## src/hdl/battery_guard_supervisor_unit_macros.svh

```systemverilog
// Assertion helpers for the battery guard supervisor.
// Checks are compiled out when SYNTHESIS is defined.
`ifndef BATTERY_GUARD_SUPERVISOR_UNIT_MACROS_SVH
`define BATTERY_GUARD_SUPERVISOR_UNIT_MACROS_SVH

`ifndef SYNTHESIS

`define BGS_ASSERT_CLK(label, clk_sig, rst_sig, prop, msg) \
    label: assert property (@(posedge clk_sig) disable iff (!rst_sig) prop) \
        else $error(msg);

`define BGS_ASSERT(label, prop, msg) \
    `BGS_ASSERT_CLK(label, clk, rst_n, prop, msg)

`else

`define BGS_ASSERT_CLK(label, clk_sig, rst_sig, prop, msg)

`define BGS_ASSERT(label, prop, msg)

`endif

`endif

```

## src/hdl/bgs_pkg.sv

```systemverilog
`timescale 1ns / 1ps
`default_nettype none

package bgs_pkg;

    // Operation codes of an input word
    localparam logic OP_WAKE  = 1'b0;
    localparam logic OP_PRESS = 1'b1;

    // Configuration register indexes
    localparam int unsigned CFG_IDX_W = 3;
    localparam logic [CFG_IDX_W-1:0] CFG_OFF_THRESHOLD = 3'd0;
    localparam logic [CFG_IDX_W-1:0] CFG_ON_THRESHOLD  = 3'd1;
    localparam logic [CFG_IDX_W-1:0] CFG_FULL_SCALE    = 3'd2;
    localparam logic [CFG_IDX_W-1:0] CFG_RESTART_DAYS  = 3'd3;
    localparam logic [CFG_IDX_W-1:0] CFG_WAKES_PER_DAY = 3'd4;
    localparam logic [CFG_IDX_W-1:0] CFG_CHECK_INTERVAL = 3'd5;

    localparam int unsigned CFG_DATA_W = 16;
    localparam int unsigned DUE_W      = 26;   // restart_days x wakes_per_day

    // Reset values of the configuration registers
    localparam logic [15:0] OFF_THRESHOLD_RST  = 16'd3330;
    localparam logic [15:0] ON_THRESHOLD_RST   = 16'd3700;
    localparam logic [15:0] FULL_SCALE_RST     = 16'd5070;
    localparam logic [9:0]  RESTART_DAYS_RST   = 10'd7;
    localparam logic [15:0] WAKES_PER_DAY_RST  = 16'd37565;
    localparam logic [3:0]  CHECK_INTERVAL_RST = 4'd13;
    localparam logic [DUE_W-1:0] DUE_RST       = 26'd262955;

    // State reset values
    localparam logic [3:0] WAKE_COUNTER_RST = 4'd15;

    // LED feedback codes
    localparam logic [2:0] BLINKS_NONE = 3'd0;
    localparam logic [2:0] BLINKS_MID  = 3'd3;
    localparam logic [2:0] BLINKS_LOW  = 3'd6;

    typedef enum logic [1:0] {
        PULSE_NONE      = 2'd0,
        PULSE_SCHEDULED = 2'd1,
        PULSE_BUTTON    = 2'd2
    } pulse_t;

    // Configuration seen by the decision logic
    typedef struct packed {
        logic [15:0]      off_threshold_mv;
        logic [15:0]      on_threshold_mv;
        logic [9:0]       restart_days;
        logic [15:0]      wakes_per_day;
        logic [3:0]       check_interval;
        logic [DUE_W-1:0] due_wakes;
    } cfg_t;

    // One result word
    typedef struct packed {
        logic        load_on;
        pulse_t      restart_pulse;
        logic        measured;
        logic [15:0] battery_mv;
        logic [2:0]  led_blinks;
        logic        save_request;
        logic        in_maintenance;
    } result_t;

endpackage

`default_nettype wire

```

## src/hdl/battery_guard_supervisor_unit.sv

```systemverilog
`timescale 1ns / 1ps
`default_nettype none

// Battery guard supervisor. Each input word is one pass of the supervisor:
// a watchdog wake tick or a finished button press, carrying one ADC sample.
// Every word gives exactly one result word. A word is captured in an input
// register, converted and decided combinationally (one ADC_BITS x 16
// multiply for the millivolt value plus threshold compares and counter
// updates), and stored in the result register, which drives the result
// port; one word is taken per cycle while the result side keeps up.
// While a finished result waits, the input register can still take one
// word; with both registers full, item_stall follows result_stall. The
// scheduled-restart threshold (restart_days x wakes_per_day) is multiplied
// and stored when any configuration register is written.
// Configuration writes are always accepted (cfg_ready is high) and must only
// happen while no word is in flight.
module battery_guard_supervisor_unit #(
    parameter int unsigned ADC_BITS        = 10,
    parameter int unsigned SHORT_PRESS_MIN = 10,
    parameter int unsigned LONG_PRESS      = 50
) (
    input  wire logic                         clk,
    input  wire logic                         rst_n,

    // input words
    input  wire logic                         item_valid,
    output logic                              item_stall,
    input  wire logic                         op,
    input  wire logic [ADC_BITS-1:0]          adc_code,
    input  wire logic [5:0]                   hold_tenths,

    // result words
    output logic                              result_valid,
    input  wire logic                         result_stall,
    output logic                              load_on,
    output logic [1:0]                        restart_pulse,
    output logic                              measured,
    output logic [15:0]                       battery_mv,
    output logic [2:0]                        led_blinks,
    output logic                              save_request,
    output logic                              in_maintenance,

    // configuration writes
    input  wire logic                         cfg_valid,
    output logic                              cfg_ready,
    input  wire logic [bgs_pkg::CFG_IDX_W-1:0]  cfg_index,
    input  wire logic [bgs_pkg::CFG_DATA_W-1:0] cfg_data
);

    // ---------------- configuration registers ----------------
    logic [15:0]               off_threshold_reg;
    logic [15:0]               on_threshold_reg;
    logic [15:0]               full_scale_reg;
    logic [9:0]                restart_days_reg;
    logic [15:0]               wakes_per_day_reg;
    logic [3:0]                check_interval_reg;
    logic [bgs_pkg::DUE_W-1:0] due_reg, due_next;
    logic [9:0]                restart_days_new;
    logic [15:0]               wakes_per_day_new;
    logic                      cfg_write;

    assign cfg_ready = 1'b1;
    assign cfg_write = cfg_valid && cfg_ready;

    // new threshold product uses the value being written, so it is
    // ready on the same edge as the register itself
    assign restart_days_new = (cfg_write && cfg_index == bgs_pkg::CFG_RESTART_DAYS)
                              ? cfg_data[9:0] : restart_days_reg;
    assign wakes_per_day_new = (cfg_write && cfg_index == bgs_pkg::CFG_WAKES_PER_DAY)
                               ? cfg_data : wakes_per_day_reg;
    assign due_next = {16'd0, restart_days_new} * {10'd0, wakes_per_day_new};

    always_ff @(posedge clk or negedge rst_n)
    begin
        if (!rst_n)
        begin
            off_threshold_reg  <= bgs_pkg::OFF_THRESHOLD_RST;
            on_threshold_reg   <= bgs_pkg::ON_THRESHOLD_RST;
            full_scale_reg     <= bgs_pkg::FULL_SCALE_RST;
            restart_days_reg   <= bgs_pkg::RESTART_DAYS_RST;
            wakes_per_day_reg  <= bgs_pkg::WAKES_PER_DAY_RST;
            check_interval_reg <= bgs_pkg::CHECK_INTERVAL_RST;
            due_reg            <= bgs_pkg::DUE_RST;
        end
        else if (cfg_write)
        begin
            due_reg <= due_next;
            unique case (cfg_index)
                bgs_pkg::CFG_OFF_THRESHOLD:  off_threshold_reg  <= cfg_data;
                bgs_pkg::CFG_ON_THRESHOLD:   on_threshold_reg   <= cfg_data;
                bgs_pkg::CFG_FULL_SCALE:     full_scale_reg     <= cfg_data;
                bgs_pkg::CFG_RESTART_DAYS:   restart_days_reg   <= cfg_data[9:0];
                bgs_pkg::CFG_WAKES_PER_DAY:  wakes_per_day_reg  <= cfg_data;
                bgs_pkg::CFG_CHECK_INTERVAL: check_interval_reg <= cfg_data[3:0];
                default: ;   // unmapped index, write dropped
            endcase
        end
    end

    bgs_pkg::cfg_t cfg;

    always_comb
    begin
        cfg.off_threshold_mv = off_threshold_reg;
        cfg.on_threshold_mv  = on_threshold_reg;
        cfg.restart_days     = restart_days_reg;
        cfg.wakes_per_day    = wakes_per_day_reg;
        cfg.check_interval   = check_interval_reg;
        cfg.due_wakes        = due_reg;
    end

    // ---------------- input register ----------------
    logic                s1_valid_reg, s1_valid_next;
    logic                s1_op_reg;
    logic [ADC_BITS-1:0] s1_adc_reg;
    logic [5:0]          s1_hold_reg;
    logic                result_valid_reg, result_valid_next;
    logic                out_free;
    logic                advance;
    logic                item_take;

    // result slot frees when empty or when its word leaves this edge
    assign out_free   = !result_valid_reg || !result_stall;
    assign advance    = s1_valid_reg && out_free;
    assign item_stall = s1_valid_reg && !out_free;
    assign item_take  = item_valid && !item_stall;

    assign s1_valid_next = item_take || (s1_valid_reg && !out_free);

    always_ff @(posedge clk or negedge rst_n)
    begin
        if (!rst_n)
            s1_valid_reg <= 1'b0;
        else
            s1_valid_reg <= s1_valid_next;
    end

    always_ff @(posedge clk)
    begin
        if (item_take)
        begin
            s1_op_reg   <= op;
            s1_adc_reg  <= adc_code;
            s1_hold_reg <= hold_tenths;
        end
    end

    // ---------------- conversion and decision ----------------
    logic [15:0]      mv;
    bgs_pkg::result_t result;

    bgs_mv #(
        .ADC_BITS (ADC_BITS)
    ) u_mv (
        .adc_code      (s1_adc_reg),
        .full_scale_mv (full_scale_reg),
        .battery_mv    (mv)
    );

    // supervisor state commits only when the word moves to the result slot
    bgs_core #(
        .SHORT_PRESS_MIN (SHORT_PRESS_MIN),
        .LONG_PRESS      (LONG_PRESS)
    ) u_core (
        .clk         (clk),
        .rst_n       (rst_n),
        .advance     (advance),
        .op          (s1_op_reg),
        .hold_tenths (s1_hold_reg),
        .battery_mv  (mv),
        .cfg         (cfg),
        .result      (result)
    );

    // ---------------- result register ----------------
    bgs_pkg::result_t result_reg;

    assign result_valid_next = out_free ? s1_valid_reg : result_valid_reg;

    always_ff @(posedge clk or negedge rst_n)
    begin
        if (!rst_n)
            result_valid_reg <= 1'b0;
        else
            result_valid_reg <= result_valid_next;
    end

    always_ff @(posedge clk)
    begin
        if (advance)
            result_reg <= result;
    end

    assign result_valid   = result_valid_reg;
    assign load_on        = result_reg.load_on;
    assign restart_pulse  = result_reg.restart_pulse;
    assign measured       = result_reg.measured;
    assign battery_mv     = result_reg.battery_mv;
    assign led_blinks     = result_reg.led_blinks;
    assign save_request   = result_reg.save_request;
    assign in_maintenance = result_reg.in_maintenance;

    // ---------------- checks ----------------
`include "battery_guard_supervisor_unit_macros.svh"

    // maintenance mode always holds the load off
    `BGS_ASSERT(a_maint_load_off, result_valid && in_maintenance |-> !load_on, "load on in maintenance")
    // a scheduled off cycle is only requested with the load powered
    `BGS_ASSERT(a_sched_needs_load, result_valid && restart_pulse == bgs_pkg::PULSE_SCHEDULED |-> load_on, "scheduled pulse with load off")
    // a save request always carries a fresh measurement
    `BGS_ASSERT(a_save_measured, result_valid && save_request |-> measured, "save without measurement")
    // LED feedback only comes with a medium press
    `BGS_ASSERT(a_blinks_press, result_valid && led_blinks != bgs_pkg::BLINKS_NONE |-> save_request, "blinks without press")

endmodule

`default_nettype wire

```

## src/hdl/bgs_mv.sv

```systemverilog
`timescale 1ns / 1ps
`default_nettype none

// ADC code to millivolts: (code * full_scale) >> ADC_BITS.
// The shifted product is always below 2^16, so no saturation is needed.
module bgs_mv #(
    parameter int unsigned ADC_BITS = 10
) (
    input  wire logic [ADC_BITS-1:0] adc_code,
    input  wire logic [15:0]         full_scale_mv,
    output logic      [15:0]         battery_mv
);

    logic [ADC_BITS+15:0] product;

    assign product    = {16'd0, adc_code} * {{ADC_BITS{1'b0}}, full_scale_mv};
    assign battery_mv = product[ADC_BITS +: 16];

endmodule

`default_nettype wire

```

## src/hdl/bgs_core.sv

```systemverilog
`timescale 1ns / 1ps
`default_nettype none

// Supervisor state and the per-word decision logic.
module bgs_core #(
    parameter int unsigned SHORT_PRESS_MIN = 10,
    parameter int unsigned LONG_PRESS      = 50
) (
    input  wire logic          clk,
    input  wire logic          rst_n,
    input  wire logic          advance,
    input  wire logic          op,
    input  wire logic [5:0]    hold_tenths,
    input  wire logic [15:0]   battery_mv,
    input  wire bgs_pkg::cfg_t cfg,
    output bgs_pkg::result_t   result
);

    localparam logic [7:0] LONG_HOLD  = 8'(LONG_PRESS);
    localparam logic [7:0] SHORT_HOLD = 8'(SHORT_PRESS_MIN);

    logic [3:0]  wake_counter_reg, wake_counter_next;
    logic [31:0] day_counter_reg, day_counter_next;
    logic        load_state_reg, load_state_next;
    logic        maintenance_reg, maintenance_next;
    logic        started_reg;

    logic [7:0]  hold_ext;
    logic        above_off;
    logic        below_on;
    logic        measured;
    logic        save;
    logic [2:0]  blinks;
    bgs_pkg::pulse_t pulse;

    assign hold_ext  = {2'b00, hold_tenths};
    assign above_off = battery_mv > cfg.off_threshold_mv;
    assign below_on  = battery_mv < cfg.on_threshold_mv;

    always_comb
    begin
        wake_counter_next = wake_counter_reg;
        day_counter_next  = day_counter_reg;
        load_state_next   = load_state_reg;
        maintenance_next  = maintenance_reg;
        measured          = 1'b0;
        save              = 1'b0;
        blinks            = bgs_pkg::BLINKS_NONE;
        pulse             = bgs_pkg::PULSE_NONE;

        // first word after reset: decide the load from this sample
        if (!started_reg)
        begin
            measured         = 1'b1;
            load_state_next  = above_off;
            maintenance_next = 1'b0;
        end

        if (op == bgs_pkg::OP_PRESS)
        begin
            if (maintenance_next)
            begin
                if (hold_ext >= LONG_HOLD)
                begin
                    maintenance_next  = 1'b0;
                    load_state_next   = 1'b1;
                    wake_counter_next = 4'd0;
                    day_counter_next  = 32'd0;
                end
            end
            else if (hold_ext >= LONG_HOLD)
            begin
                maintenance_next = 1'b1;
                load_state_next  = 1'b0;
            end
            else if (hold_ext >= SHORT_HOLD)
            begin
                measured = 1'b1;
                save     = 1'b1;
                priority if (above_off && below_on)
                    blinks = bgs_pkg::BLINKS_MID;
                else if (!above_off)
                    blinks = bgs_pkg::BLINKS_LOW;
                else
                    blinks = bgs_pkg::BLINKS_NONE;
                pulse             = bgs_pkg::PULSE_BUTTON;
                load_state_next   = above_off;
                wake_counter_next = 4'd0;
                day_counter_next  = 32'd0;
            end
        end

        if (!maintenance_next)
        begin
            if (wake_counter_next >= cfg.check_interval)
            begin
                measured = 1'b1;
                if (!above_off)
                    load_state_next = 1'b0;
                if (!below_on)
                    load_state_next = 1'b1;   // on test wins when thresholds cross
                if (cfg.restart_days != 10'd0)
                begin
                    if (day_counter_next >= {6'd0, cfg.due_wakes})
                    begin
                        if (load_state_next)
                            pulse = bgs_pkg::PULSE_SCHEDULED;
                        day_counter_next = 32'd0;
                    end
                end
                else if (day_counter_next > {16'd0, cfg.wakes_per_day})
                begin
                    day_counter_next = 32'd0;
                end
                wake_counter_next = 4'd0;
            end
            wake_counter_next = wake_counter_next + 4'd1;
            day_counter_next  = day_counter_next + 32'd1;
        end
    end

    always_comb
    begin
        result.load_on        = load_state_next;
        result.restart_pulse  = pulse;
        result.measured       = measured;
        result.battery_mv     = measured ? battery_mv : 16'd0;
        result.led_blinks     = blinks;
        result.save_request   = save;
        result.in_maintenance = maintenance_next;
    end

    always_ff @(posedge clk or negedge rst_n)
    begin
        if (!rst_n)
        begin
            wake_counter_reg <= bgs_pkg::WAKE_COUNTER_RST;
            day_counter_reg  <= 32'd0;
            load_state_reg   <= 1'b0;
            maintenance_reg  <= 1'b0;
            started_reg      <= 1'b0;
        end
        else if (advance)
        begin
            wake_counter_reg <= wake_counter_next;
            day_counter_reg  <= day_counter_next;
            load_state_reg   <= load_state_next;
            maintenance_reg  <= maintenance_next;
            started_reg      <= 1'b1;
        end
    end

endmodule

`default_nettype wire
```

## config.mk

```make
export PLATFORM = sky130hd
export DESIGN_NAME = battery_guard_supervisor_unit
export DESIGN_NICKNAME = d
export VERILOG_FILES = /design/src/hdl/bgs_pkg.sv /design/src/hdl/battery_guard_supervisor_unit.sv /design/src/hdl/bgs_mv.sv /design/src/hdl/bgs_core.sv
export VERILOG_INCLUDE_DIRS = /design/src /design/src/hdl
export SDC_FILE = /design/constraint.sdc
export NUM_CORES = 1
export LEC_CHECK = 0
export ABC_AREA = 1
export BUFFER_PORTS_ARGS = -buffer_cell sky130_fd_sc_hd__buf_2
export CAP_MARGIN = 0
export CORE_AREA = 8 8 228 230
export DETAILED_ROUTE_END_ITERATION = 8
export DIE_AREA = 0 0 236 238
export SETUP_SLACK_MARGIN = 0.02
export SKIP_CTS_REPAIR_TIMING = 1
export SLEW_MARGIN = 5
export SYNTH_ARGS = -nofsm -noshare
export SYNTH_HDL_FRONTEND = slang
export SYNTH_SLANG_ARGS = --single-unit
```

## constraint.sdc

```tcl
create_clock -name clk -period 9.9 [get_ports clk]
set_clock_uncertainty 0.1 [all_clocks]
set_input_delay 1.485 -clock clk [delete_from_list [all_inputs] [get_ports clk]]
set_output_delay 1.485 -clock clk [all_outputs]
set_load 0.02 [all_outputs]
```

-- After elaboration in Yosys (flattened, before gate mapping)
Cells that the tools add are included.
- register bits after elaboration: 187
- input bits: 41
- output and inout bits: 28
- logic and storage cells: 123
- $add $sub $neg: 2
- multiply operators: 2
- magnitude comparators: 7
- equality and inequality tests: 5
- muxes and demuxes: 57
- bitwise gates (word level): 2
- reductions and logical operators: 23
- operators with widths (kind ; count):
    $mux 32 ; 11
    $mul 10x16->26 ; 2
    $add 32x1->32 const B ; 1
    $ge 32x26->1 ; 1
    $gt 32x16->1 ; 1
    $mux 4 ; 8
    $mux 1 ; 25
    $mux 2 ; 10
    $gt 16x16->1 ; 1
    $lt 16x16->1 ; 1
    $mux 16 ; 1
    $reduce_and 2->1 ; 6
    $mux 10 ; 1
    $reduce_bool 10->1 ; 1
    $eq 3x2->1 const B ; 2
    $eq 3x3->1 const B ; 2
    $ge 6x4->1 const B ; 1
    $ge 6x6->1 const B ; 1
    $logic_and 1x1->1 ; 6
    $reduce_or 5->1 ; 1
    $add 4x1->4 const B ; 1
    $ge 4x4->1 ; 1
    $logic_not 1->1 ; 4
    $reduce_or 4->1 ; 1
    other kinds (6) ; 8

-- Longest topological paths before layout
- depth after elaboration: 16
- mapped depth: 47
- mapped depth without buffers: 45

-- Cells and area by module
A second synthesis with hierarchy kept.
- cell total of the unflattened synthesis: 2887
- area total of the unflattened synthesis: 21618.2 um2
- by module, submodules not included (module ; instances ; cells an instance ; area each (um2) ; seq. area each (um2)):
    battery_guard_supervisor_unit ; 1 ; 1258 ; 10849.2 ; 3965.1
    bgs_mv ; 1 ; 779 ; 5416.4 ; 0.0
    bgs_core ; 1 ; 850 ; 5352.6 ; 980.9

-- Worst setup path before layout
OpenSTA, ideal clock, no wires.
- path type: input-to-reg
- start: input cfg_valid
- end: register due_reg[24] (netlist bit)
- library setup time: 135 ps
- data arrival time: 7452 ps
- data required time: 9665 ps
- path slack: 2213 ps
- stages on the path: 28
- buffers on the path: 2
- cells stage by stage: inv_1 nor2_1 nand3_1 clkbuf_1 o21ai_0 clkbuf_1 nor2_1 fa_1 inv_1 fa_1 fa_1 fa_1 inv_1 fa_1 ha_1 a21oi_1 inv_1 o21ai_0 o211ai_1 a21oi_1 o21ai_0 a21boi_0 o21ai_0 a21oi_1 o21bai_1 or2_2 nand3_1 o21ai_0
- longest elaborated chain between the ends: 3
- elaborated cells between the ends (all ways): 5
- those cells by class: 1 x mul; 2 x mux; 2 x reduce/logical
- ends and longest elaborated chain (element ; RTL line ; text):
    start: declaration ; battery_guard_supervisor_unit.sv:44 ; input wire logic cfg_valid,
    $logic_and 1x1->1, on equally long branches ; battery_guard_supervisor_unit.sv:67, battery_guard_supervisor_unit.sv:69 ;
    $mux 10 or $mux 16 (tied branches) ; battery_guard_supervisor_unit.sv:68, battery_guard_supervisor_unit.sv:70 ;
    $mul 10x16->26 ; battery_guard_supervisor_unit.sv:71 ; assign due_next = {16'd0, restart_days_new} * {10'd0, wakes_per_day_new};
    end signal: assignment ; battery_guard_supervisor_unit.sv:83 ; due_reg <= bgs_pkg::DUE_RST;
    end signal: assignment ; battery_guard_supervisor_unit.sv:87 ; due_reg <= due_next;
    end: declaration ; battery_guard_supervisor_unit.sv:57 ; logic [bgs_pkg::DUE_W-1:0] due_reg, due_next;
Parallel ways exist; a longest one is shown, timed or not.
A chain may end at the register's enable or synchronous reset.

-- Worst setup path after layout
Ends and elaborated chain as after synthesis.

==> reports/qor.yml <==
outcome:
  status: "completed"
grt:
  grt_pass1_wl_mm: 90.3
  first_global_vias: 17500
  grt_max_degree: 79
  antenna_found_initial: 0
  grt.overflow.total: 0
  gr-usage-all-layers_pct: 19.9
setup_path:
  crit_path_start: "cfg_valid"
  endpoint_kind: "flip-flop"
  worstPathMaxFanout: 20
  rr_endpoint: "restart_pulse[1]$_DFFE_PP_"
  rrSetupSlack_ps: 1490
  start_kind: "input port"
  r2r_cells: 42
  worstPathArrival_ps: 8680
  crit_required_ps: 10140
  r2r-start: "s1_adc_reg[4]$_DFFE_PP_"
  slowest_stage: "nand3_1"
  cp-endpoint: "due_reg[24]$_DFFE_PN0P_"
  worstSetupPathType: "input port to flip-flop"
  max_stage_delay_ps: 540
synthesis:
  syn_area_per_cell_um2: 7.96
  ys_seq_area_share_pct: 23.9
  async_flop_share_pct: 78.0
  syn_nets: 3040
  synth-edff-count: 41
  netlist_area_um2: 20500
  post_synth_num_cell_types: 59
  ys.flop_type: "dfrtp_1"
  synth_seq_cells: 186
  syn_inst: 2581
  yosysWarningCount: 0
die:
  rows: 81
  start_util_pct: 42.5
  core_area_um2: 48300
  die_area_um2: 56200
  die_h_um: 238
  io_pins: 69
  die_x_um: 236
clock_tree:
  cts_max_level: 4
  cts_buffers: 17
  root_buffer: "clkbuf_16"
  cts_tree: "done"
  clkTransAtPathRegs_ps: 80
  clock_latency_ps: 470
  clkSinkCount: 186
  clockBufferDepth: 2
routing:
  antenna_left: 0
  via_count: 16600
  drt_iter0_drc: 1066
  drtPass1Iterations: 6
  avgRoutedWirePerCell_um: 16.6
  drc: 0
  viasPerCell: 5.13
  routed_wl_mm: 53.7
final_layout:
  antenna_cells: 0
  final_common_cell: "nand2_1"
  num-fill-cells: 4789
  largest_reg_flops: 32
  fin_cells: 3245
  drive_gt1_share_pct: 9.19
  synthToLayoutAreaGrowth_pct: 7.82
  layout_common_cells: "nand2_1, inv_1, fa_1, nor2_1, ha_1"
  nets: 3069
sta:
  grt_setup_unrepaired: "false"
  worst_slack_ps: 1460
  hold_violations: 0
  max-slew-margin-rel_pct: 29.5
  worst_slew_pin_slew_ps: 1060
  drv_slew: 0
  max_freq_mhz: 118
  timing.final.crit_share_pct: 85.2
  min_period_ps: 8440
  setup_viol: 0
  fin_setup_tns_ps: 0
placed_design:
  dp_hpwl_mm: 42.4
  dp_cells: 3213
  gp_congestion: 0.916
  dp_slack_ps: 1030
  port_buffers: 66
worst_hold_path:
  hold_class: "flip-flop to flip-flop"
  hold_path_depth: 2
run:
  maxCapViolations: 0
cells in the mapped netlist (all sizes together) (6+ instances only):
master  count  area share (%)
dfrtp     100              12
xnor2      22            0.94
inv       553              10
nand4      38             1.4
nand2     588              11
edfxtp     41             6.0
nor2      223             4.5
ha        199              12
buf        13            0.47
a31oi       9            0.27
a22oi       9            0.33
clkbuf     73             1.3
nand3      89             2.4
xor2       16            0.68
dfstp      45             5.8
a21oi     113             2.8
o21ai     151             3.7
fa        219              21
nor3       18            0.57
o21bai      6            0.22
a21o        6            0.22
metrics by stage:
stage | area [um^2] | hold WS (ps) | util [%]
after floorplan | 20500 | 349 | -
after global placement | 21500 | 366 | 44.5
after detailed placement | 21500 | 374 | 44.5
after CTS | 22100 | 394 | 45.8
after global routing | 22100 | 414 | 45.8
final | 22100 | 387 | 45.8
worst max-delay path, delay by kind of cell:
| family | cells | cell delay [ps] |
|---|---|---|
| buf+inv | 5 | 920 |
| compound gates | 11 | 1870 |
| simple gates | 7 | 1480 |
| fa+ha+maj | 6 | 2930 |
layer usage:
layer / vias up / GRT usage [%] / share of wire, %
met5: - / 0 / 0
li1: 8027 / - / -
met3: 93 / 2.77 / 5.2
met2: 417 / 34.9 / 49
met1: 8111 / 24.7 / 42
met4: 0 / 7.82 / 3.7
cells by family after synthesis:
| family | count (synthesis) | synth area share [%] |
|---|---|---|
| adders and majority gates | 418 | 33.5 |
| AOI/OAI and AO/OA | 322 | 8.62 |
| buffers and inverters | 644 | 12.0 |
| DFF | 186 | 23.9 |
| xor gates and xnor gates | 38 | 1.62 |
| other | 1 | 0.0183 |
| and+or+nand+nor | 972 | 20.3 |
area by class of cell:
type	count	area (um^2)	share of cell area [%]
clock buffers	17	425	1.92
clock inverters	15	206	0.933
well taps	622	778	3.52
repair buffers	96	562	2.54
multi-input cells	1751	13200	59.4
flip-flops and latches	186	4920	22.2
inverters	558	2090	9.46
worst min-delay path by stage:
stage,endpoint,startpoint
after global routing,on_threshold_reg[7]$_DFFE_PN0P_,on_threshold_reg[7]$_DFFE_PN0P_
after CTS,on_threshold_reg[1]$_DFFE_PN0P_,on_threshold_reg[1]$_DFFE_PN0P_
after floorplan,u_core.day_counter_reg[25]$_DFFE_PN0P_,u_core.day_counter_reg[25]$_DFFE_PN0P_
final,due_reg[21]$_DFFE_PN0P_,due_reg[21]$_DFFE_PN0P_
after global placement,on_threshold_reg[1]$_DFFE_PN0P_,on_threshold_reg[1]$_DFFE_PN0P_
after detailed placement,u_core.day_counter_reg[25]$_DFFE_PN0P_,u_core.day_counter_reg[25]$_DFFE_PN0P_
Power is not shown: default switching activity piles up to over one toggle a cycle in this logic, so the estimate is an artifact.
